File: config.mk
export PLATFORM = sky130hd
export DESIGN_NAME = one_insertion_mismatch_scan_core
export DESIGN_NICKNAME = d
export VERILOG_FILES = /design/src/hdl/omis_pkg.sv /design/src/hdl/omis_front.sv /design/src/hdl/omis_queue.sv /design/src/hdl/omis_back.sv /design/src/hdl/one_insertion_mismatch_scan_core.sv
export SDC_FILE = /design/constraint.sdc
export NUM_CORES = 1
export LEC_CHECK = 0
export ABC_AREA = 1
export BUFFER_PORTS_ARGS = -buffer_cell sky130_fd_sc_hd__buf_2
export CAP_MARGIN = 0
export CORE_MARGIN = 2
export CORE_UTILIZATION = 40
export CTS_CLUSTER_SIZE = 25
export DETAILED_ROUTE_END_ITERATION = 6
export GPL_TIMING_DRIVEN = 0
export SYNTH_ARGS = -nofsm -noshare
export SYNTH_HDL_FRONTEND = slang
export SYNTH_SLANG_ARGS = --single-unit
File: constraint.sdc
create_clock -name clk -period 5.4 [get_ports clk]
set_input_delay 0 -clock clk [delete_from_list [all_inputs] [get_ports clk]]
set_output_delay 0 -clock clk [all_outputs]
set_load 0.1 [all_outputs]
File: src/hdl/omis_pkg.sv
// Package for the one-insertion mismatch scan: payload structs, the item class
// passed from the front to the back, and the scan constants. No dependencies.
`default_nettype none

package omis_pkg;

	// Count and field widths
	localparam int unsigned CNT_W  = 11;
	localparam int unsigned GAP_W  = 12;
	localparam int unsigned BASE_W = 8;

	// Counter saturation value and minimum-gap reset value
	localparam logic [CNT_W-1:0]        CNT_MAX   = 11'h7FF;
	localparam logic signed [GAP_W-1:0] GAP_RESET = 12'sd2047;

	// Reset value of the mismatch limit
	localparam logic [CNT_W-1:0] LIMIT_RESET = 11'd2;

	// Configuration register index, taken from paddr[2]
	localparam logic REG_DIFF_LIMIT = 1'b0;

	// Input item
	typedef struct packed {
		logic [BASE_W-1:0] read_base;
		logic [BASE_W-1:0] read_next_base;
		logic [BASE_W-1:0] ref_base;
		logic              last_pair;
	} in_item_t;

	// Result item
	typedef struct packed {
		logic             match_found;
		logic             over_limit;
		logic [CNT_W-1:0] min_diff;
	} out_item_t;

	// Classified item: which compares missed, and whether it closes the read
	typedef struct packed {
		logic left_miss;
		logic right_miss;
		logic last;
	} class_t;

endpackage

`default_nettype wire

File: src/hdl/omis_front.sv
// Front of the mismatch scan: accepts input items, compares bases and holds
// the classified item in one register stage. Depends on omis_pkg.
`default_nettype none

module omis_front import omis_pkg::*; (
	input  wire logic     clk,
	input  wire logic     arst_n,
	input  wire logic     in_valid,
	output logic          in_ready,
	input  wire in_item_t in_data,
	output logic          cls_valid,
	input  wire logic     cls_ready,
	output class_t        cls_data
);

	logic   valid_s1;
	class_t cls_s1;

	// Take a new item when the stage is empty or drains this cycle
	assign in_ready = !valid_s1 || cls_ready;

	// Hold the valid flag of the stage
	always_ff @(posedge clk or negedge arst_n) begin
		if (!arst_n) begin
			valid_s1 <= 1'b0;
		end else if (in_ready) begin
			valid_s1 <= in_valid;
		end
	end

	// Classify: left compare, right compare, end of read
	always_ff @(posedge clk) begin
		if (in_ready && in_valid) begin
			cls_s1.left_miss  <= in_data.read_base != in_data.ref_base;
			cls_s1.right_miss <= in_data.read_next_base != in_data.ref_base;
			cls_s1.last       <= in_data.last_pair;
		end
	end

	assign cls_valid = valid_s1;
	assign cls_data  = cls_s1;

endmodule

`default_nettype wire

File: src/hdl/omis_queue.sv
// Two-entry queue of classified items between the front and the back of the
// mismatch scan. Depends on omis_pkg.
`default_nettype none

module omis_queue import omis_pkg::*; (
	input  wire logic   clk,
	input  wire logic   arst_n,
	input  wire logic   push_valid,
	output logic        push_ready,
	input  wire class_t push_data,
	output logic        pop_valid,
	input  wire logic   pop_ready,
	output class_t      pop_data
);

	class_t     entry_q [2];
	logic       wr_ptr_q;
	logic       rd_ptr_q;
	logic [1:0] count_q;
	logic       push;
	logic       pop;

	assign push_ready = count_q != 2'd2;
	assign pop_valid  = count_q != 2'd0;
	assign pop_data   = entry_q[rd_ptr_q];
	assign push       = push_valid && push_ready;
	assign pop        = pop_valid && pop_ready;

	// Advance pointers and fill count
	always_ff @(posedge clk or negedge arst_n) begin
		if (!arst_n) begin
			wr_ptr_q <= 1'b0;
			rd_ptr_q <= 1'b0;
			count_q  <= 2'd0;
		end else begin
			if (push) begin
				wr_ptr_q <= !wr_ptr_q;
			end
			if (pop) begin
				rd_ptr_q <= !rd_ptr_q;
			end
			if (push && !pop) begin
				count_q <= count_q + 2'd1;
			end else if (pop && !push) begin
				count_q <= count_q - 2'd1;
			end
		end
	end

	// Store the pushed item
	always_ff @(posedge clk) begin
		if (push) begin
			entry_q[wr_ptr_q] <= push_data;
		end
	end

endmodule

`default_nettype wire

File: src/hdl/omis_back.sv
// Back of the mismatch scan: running counts and minimum gaps, the end-of-read
// decision and the result register. Depends on omis_pkg.
`default_nettype none

module omis_back import omis_pkg::*; (
	input  wire logic             clk,
	input  wire logic             arst_n,
	input  wire logic [CNT_W-1:0] diff_limit,
	input  wire logic             cls_valid,
	output logic                  cls_ready,
	input  wire class_t           cls_data,
	output logic                  out_valid,
	input  wire logic             out_ready,
	output out_item_t             out_data
);

	logic [CNT_W-1:0]        pos_q;
	logic [CNT_W-1:0]        left_q;
	logic [CNT_W-1:0]        right_q;
	logic signed [GAP_W-1:0] best_any_q;
	logic signed [GAP_W-1:0] best_loose_q;
	logic signed [GAP_W-1:0] best_tight_q;
	logic                    any_seen_q;
	logic                    loose_seen_q;
	logic                    tight_seen_q;
	logic                    out_valid_q;
	out_item_t               out_q;

	logic                    take;
	logic [CNT_W-1:0]        pos_n;
	logic [CNT_W-1:0]        left_n;
	logic [CNT_W-1:0]        right_n;
	logic signed [GAP_W-1:0] gap;
	logic [GAP_W-1:0]        lim12;
	logic                    loose_ok;
	logic                    tight_ok;

	logic [GAP_W-1:0]        rtot;
	logic                    over;
	logic                    seen_sel;
	logic signed [GAP_W-1:0] best_sel;
	logic signed [13:0]      match_sum;
	logic signed [13:0]      any_sum;
	logic [CNT_W-1:0]        cap;
	logic [CNT_W-1:0]        md;
	out_item_t               res;

	// Stall only a closing item while an untaken result sits in the register
	assign cls_ready = !cls_data.last || !out_valid_q || out_ready;
	assign take      = cls_valid && cls_ready;

	// Saturating counter updates
	always_comb begin
		pos_n   = (pos_q != CNT_MAX) ? pos_q + 11'd1 : pos_q;
		left_n  = (cls_data.left_miss && left_q != CNT_MAX) ? left_q + 11'd1 : left_q;
		right_n = (cls_data.right_miss && right_q != CNT_MAX) ? right_q + 11'd1 : right_q;
		gap     = $signed({1'b0, left_n}) - $signed({1'b0, right_n});
		lim12   = {1'b0, diff_limit};
		loose_ok = {1'b0, left_n} <= lim12;
		tight_ok = ({1'b0, left_n} + 12'd1) <= lim12;
	end

	// End-of-read decision from the state before this item
	always_comb begin
		rtot      = {1'b0, right_q} + {11'd0, cls_data.right_miss};
		over      = (pos_q == '0)
			|| (({1'b0, left_q} + {11'd0, cls_data.right_miss}) > lim12);
		seen_sel  = cls_data.right_miss ? tight_seen_q : loose_seen_q;
		best_sel  = cls_data.right_miss ? best_tight_q : best_loose_q;
		match_sum = {{2{best_sel[GAP_W-1]}}, best_sel} + $signed({2'b00, rtot});
		any_sum   = {{2{best_any_q[GAP_W-1]}}, best_any_q} + $signed({2'b00, rtot});
		cap       = (diff_limit == CNT_MAX) ? CNT_MAX : diff_limit + 11'd1;
		md        = cap;
		if (!over && any_seen_q) begin
			if (any_sum < 14'sd0) begin
				md = '0;
			end else if (any_sum < $signed({3'b000, cap})) begin
				md = any_sum[CNT_W-1:0];
			end
		end
		res.match_found = seen_sel && (match_sum <= $signed({3'b000, diff_limit}));
		res.over_limit  = over;
		res.min_diff    = md;
	end

	// Advance the scan state; clear it after the closing item
	always_ff @(posedge clk or negedge arst_n) begin
		if (!arst_n) begin
			pos_q        <= '0;
			left_q       <= '0;
			right_q      <= '0;
			best_any_q   <= GAP_RESET;
			best_loose_q <= GAP_RESET;
			best_tight_q <= GAP_RESET;
			any_seen_q   <= 1'b0;
			loose_seen_q <= 1'b0;
			tight_seen_q <= 1'b0;
		end else if (take) begin
			if (cls_data.last) begin
				pos_q        <= '0;
				left_q       <= '0;
				right_q      <= '0;
				best_any_q   <= GAP_RESET;
				best_loose_q <= GAP_RESET;
				best_tight_q <= GAP_RESET;
				any_seen_q   <= 1'b0;
				loose_seen_q <= 1'b0;
				tight_seen_q <= 1'b0;
			end else begin
				pos_q      <= pos_n;
				left_q     <= left_n;
				right_q    <= right_n;
				any_seen_q <= 1'b1;
				if (!any_seen_q || gap < best_any_q) begin
					best_any_q <= gap;
				end
				if (loose_ok) begin
					loose_seen_q <= 1'b1;
					if (!loose_seen_q || gap < best_loose_q) begin
						best_loose_q <= gap;
					end
				end
				if (tight_ok) begin
					tight_seen_q <= 1'b1;
					if (!tight_seen_q || gap < best_tight_q) begin
						best_tight_q <= gap;
					end
				end
			end
		end
	end

	// Result register valid flag
	always_ff @(posedge clk or negedge arst_n) begin
		if (!arst_n) begin
			out_valid_q <= 1'b0;
		end else if (take && cls_data.last) begin
			out_valid_q <= 1'b1;
		end else if (out_ready) begin
			out_valid_q <= 1'b0;
		end
	end

	// Load the result payload
	always_ff @(posedge clk) begin
		if (take && cls_data.last) begin
			out_q <= res;
		end
	end

	assign out_valid = out_valid_q;
	assign out_data  = out_q;

endmodule

`default_nettype wire

File: src/hdl/one_insertion_mismatch_scan_core.sv
// Top level of the one-insertion mismatch scan: APB limit register, front
// classifier, item queue and scan back end. Depends on omis_pkg, omis_front,
// omis_queue and omis_back.
//
//   Channel  Handshake              Payload
//   in       in_valid / in_ready    in_data   (in_item_t: read bases, ref base, last)
//   out      out_valid / out_ready  out_data  (out_item_t: match, over, min_diff)
//   cfg      APB psel/penable       pwdata/prdata, paddr[2] selects diff_limit
//
// One item per cycle sustained while no closing item is stalled. The last item of a read
// passes from the front register into the queue and from the queue into the back end,
// which loads its result into the result register that drives out_valid.
// The running counts and minimums in the back end update once per item and are cleared by the closing item.
// Reset clears the scan state and sets diff_limit to 2.
// A full result register stalls only the closing item; the queue lets the
// front keep taking items meanwhile, until it holds two items.
`default_nettype none

module one_insertion_mismatch_scan_core import omis_pkg::*; (
	input  wire logic        clk,
	input  wire logic        arst_n,
	input  wire logic        in_valid,
	output logic             in_ready,
	input  wire in_item_t    in_data,
	output logic             out_valid,
	input  wire logic        out_ready,
	output out_item_t        out_data,
	input  wire logic        psel,
	input  wire logic        penable,
	input  wire logic        pwrite,
	input  wire logic [2:0]  paddr,
	input  wire logic [31:0] pwdata,
	output logic [31:0]      prdata,
	output logic             pready
);

	logic [CNT_W-1:0] diff_limit_q;
	logic             f_valid;
	logic             f_ready;
	class_t           f_data;
	logic             b_valid;
	logic             b_ready;
	class_t           b_data;

	assign pready = 1'b1;

	// Write the limit register on the access cycle
	always_ff @(posedge clk or negedge arst_n) begin
		if (!arst_n) begin
			diff_limit_q <= LIMIT_RESET;
		end else if (psel && penable && pwrite && paddr[2] == REG_DIFF_LIMIT) begin
			diff_limit_q <= pwdata[CNT_W-1:0];
		end
	end

	// Read back the limit register
	assign prdata = (paddr[2] == REG_DIFF_LIMIT) ? {21'd0, diff_limit_q} : 32'd0;

	omis_front u_front (
		.clk       (clk),
		.arst_n    (arst_n),
		.in_valid  (in_valid),
		.in_ready  (in_ready),
		.in_data   (in_data),
		.cls_valid (f_valid),
		.cls_ready (f_ready),
		.cls_data  (f_data)
	);

	omis_queue u_queue (
		.clk        (clk),
		.arst_n     (arst_n),
		.push_valid (f_valid),
		.push_ready (f_ready),
		.push_data  (f_data),
		.pop_valid  (b_valid),
		.pop_ready  (b_ready),
		.pop_data   (b_data)
	);

	omis_back u_back (
		.clk        (clk),
		.arst_n     (arst_n),
		.diff_limit (diff_limit_q),
		.cls_valid  (b_valid),
		.cls_ready  (b_ready),
		.cls_data   (b_data),
		.out_valid  (out_valid),
		.out_ready  (out_ready),
		.out_data   (out_data)
	);

endmodule

`default_nettype wire
==> out/results.ini <==
[logic_synthesis]
synth_top_family_by_area = simple AND/OR/NAND/NOR gates
synth_largest_area_cell = ha_1
yosys.area_share.simple = 0.2498
synth_area_um2 = 10360
syn_area_per_cell_um2 = 7.324
yosysSeqAreaShare = 0.2830
synth-seq-cells = 111
synth_edf_count = 22
synthXorXnorAreaFrac = 0.07032
yosys_warnings = 0
synthFlopType = dfrtp_1
synth-compound-area-share = 0.1267
synth-adder-area-share = 0.1689
synth.distinct_cells = 52
synth_top_cell_area_share = 0.1631
synthCells = 1414
synthArstFlopShare = 0.8018
synth.area.top_cells = ha_1 16%, dfrtp_1 13%, nand2_1 12%, dfstp_2 8.6%, inv_1 6.9%
synthMuxAreaShare = 0

[floorplan]
die-area_um2 = 27190
die_h_um = 164.9
core_area_um2 = 25330
initial_core_util = 0.4089
die_x_um = 164.9
rows = 58
io_pins = 115

[cells_and_area]
layout.nets = 1736
final_cells = 1866
fin_area_um2 = 11720
layout-drive-gt1-share = 0.1296
num_antenna_cells = 0
areaGrowthSynthToFinish_pct = 13.17

[global_route]
grt.overflow.total = 0
grt_first_pass_wirelength_um = 45600
grtUsageTotal = 0.2161
grt_pass1_vias = 8779
antenna_found_initial = 0
grt_max_degree = 48

[hold_path]
holdCritPathClass = in -> reg

[route]
drt.antenna.violating_nets = 0
routed_via_density = 5.021
drt-total-wl_um = 28460
avgRoutedWirePerCell_um = 15.25
firstDrtPassIters = 5
drtIter0Drc = 508
drc_errors = 0
via_count = 9369

[setup_path]
critPathBufInv = 5
crit_top_cell = nand2_1
worstPathArrival_ns = 5.28
slowest_stage = dfrtp_2
path_class = reg -> reg
cp_slowest_stage_delay_ns = 0.50
crit_path_max_fanout = 10
crit_required_ns = 5.70
end_kind = flop
cp-start-kind = flop
crit_family = simple AND/OR/NAND/NOR gates

[cts]
clk_pin_slew_ns = 0.09
root_buffer = clkbuf_16
cts_sinks = 111
clock_latency_ns = 0.38
cts_setup_buffers = 0
cts_tree = yes
cts-buffers-inserted = 9
cts_buffer_depth = 2
htreeDepth = 3

[sta]
fmax_mhz = 200.6
hold_violations = 0
fin_skew_ns = 0.01305
maxSlewViolCount = 0
setup_viol = 0
fin_crit_sh = 0.9232
worstMarginPinSlew_ns = 1.231
period_minus_slack_ns = 4.985
rsz0062_at_grt = false
whs_ns = 0.006858
timing.final.ws_setup_ns = 0.4149
maxSlewHeadroom = 0.1786

[place]
dpl.hpwl_um = 22710
globalplace.congestion = 0.9274
dpl_cell_area_um2 = 11220
dp_slack_ns = -0.1416
io_buffers = 69
post-place-cells = 1834

[outcome]
outcome = completed

[job]
drv_cap = 0

cells in the mapped netlist, types with 2 or more instances:
master / n
conb_1: 2
buf_1: 4
o21ai_1: 6
nand2_2: 6
buf_2: 3
fa_1: 3
nand4_2: 2
clkbuf_1: 16
o21ai_2: 2
inv_2: 5
o211ai_1: 2
nor3_1: 27
a31oi_1: 3
ha_1: 135
inv_1: 190
nand3b_1: 4
buf_6: 2
or4_1: 4
nor2_2: 5
nor2_4: 2
edfxtp_1: 22
nor2_1: 108
o21ai_0: 72
buf_4: 23
a21o_1: 3
or2_2: 4
nand2_4: 6
nand4_1: 10
dfstp_2: 34
a21oi_1: 112
dfrtp_1: 55
nor4_1: 3
o21bai_1: 3
a211oi_1: 7
xnor2_1: 23
o22ai_1: 19
o21a_1: 2
o31ai_1: 3
nand2_1: 339
nand3_1: 74
xor2_1: 57
o2111ai_1: 2
kinds of logic after synthesis:
kind of cell               count (synthesis)
other                                      2
xor gates and xnor gates                  81
adders and majority gates                138
AOI/OAI and AO/OA                        239
and+or+nand+nor                          598
DFF                                      111
buffers and inverters                    245
what timing repair did:
action,in CTS,in global routing
resized for setup,1,19
hold endpoints to repair,45,0
endpoints found under the setup margin,10,48
hold buffers,16,0
stage by stage:
| stage | setup TNS (ns) | util |
|---|---|---|
| after detailed placement | -1.276 | 0.4430 |
| after CTS | 0 | 0.4616 |
| after floorplan | 0 | - |
| after global placement | -0.7724 | 0.4418 |
| final | 0 | 0.4628 |
| after global routing | 0 | 0.4628 |
worst reg2reg max path: cells and delay by family, from the launching register on:
kind	cells	cell delay, ns
buf+inv	5	0.60
xor+xnor	2	0.56
simple gates	13	1.22
fa+ha+maj	3	0.97
compound gates	6	1.07
flops	1	0.50
flip-flops by register name (all words and copies together) (netlist names), 11 cells and up:
name	flops
u_back.best_tight_q	12
u_back.left_q	11
u_back.right_q	11
diff_limit_q	11
u_back.best_any_q	12
u_back.best_loose_q	12
u_back.out_data	13
u_back.pos_q	11
per-layer routing:
metal | global-route usage | vias up | part of all wire
li1 | - | 4828 | -
met1 | 0.2968 | 4280 | 0.48
met2 | 0.3596 | 231 | 0.45
met3 | 0.03365 | 30 | 0.052
met4 | 0.04585 | 0 | 0.015
met5 | 0 | - | 0
cells in the final DEF, fill, tap and decap left out, types with 6 or more instances in the layout:
cell and n:
buf_2 72, clkbuf_1 11, dfstp_2 34, buf_4 24, o21ai_1 7, conb_1 22
inv_1 189, nand3_1 74, dfrtp_1 54, a21oi_1 112, nand4_1 10, ha_1 135
nand2_4 6, nand2_1 337, clkbuf_16 9, a211oi_1 6, nor2_2 6, nor3_1 27
nor2_1 107, inv_2 6, nand2_2 8, edfxtp_1 22, o22ai_1 19, o21ai_0 71
xor2_1 56, xnor2_1 23, dlygate4sd3_1 16
path summary, 6_finish.rpt:
check	slack, ns	end	cells after the start	from
max in group asynchronous	4.50	u_back.best_loose_q[8]	3	arst_n
max reg2reg	0.41	u_back.best_any_q[6]	29	u_back.left_q[0]
max	0.41	u_back.best_any_q[6]	29	u_back.left_q[0]
min in group asynchronous	0.18	u_back.left_q[8]	2	arst_n
min reg2reg	0.45	u_queue.entry_q[0][0]	0	u_front.cls_data[0]
min	0.007	u_front.cls_data[2]	4	in_data[23]
layout make-up:
cell class                      count  area (um^2)
Fill cell                        2608        13610
Multi-Input combinational cell   1078         6480
Sequential cell                   111         2932
Inverter                          196        735.7
Timing Repair Buffer               86        535.5
Tap cell                          330        412.9
Buffer                             49        314.1
Clock buffer                        9        225.2
Clock inverter                      7        85.08
Power is not shown: default switching activity piles up to over one toggle a cycle in this logic, so the estimate is an artifact.
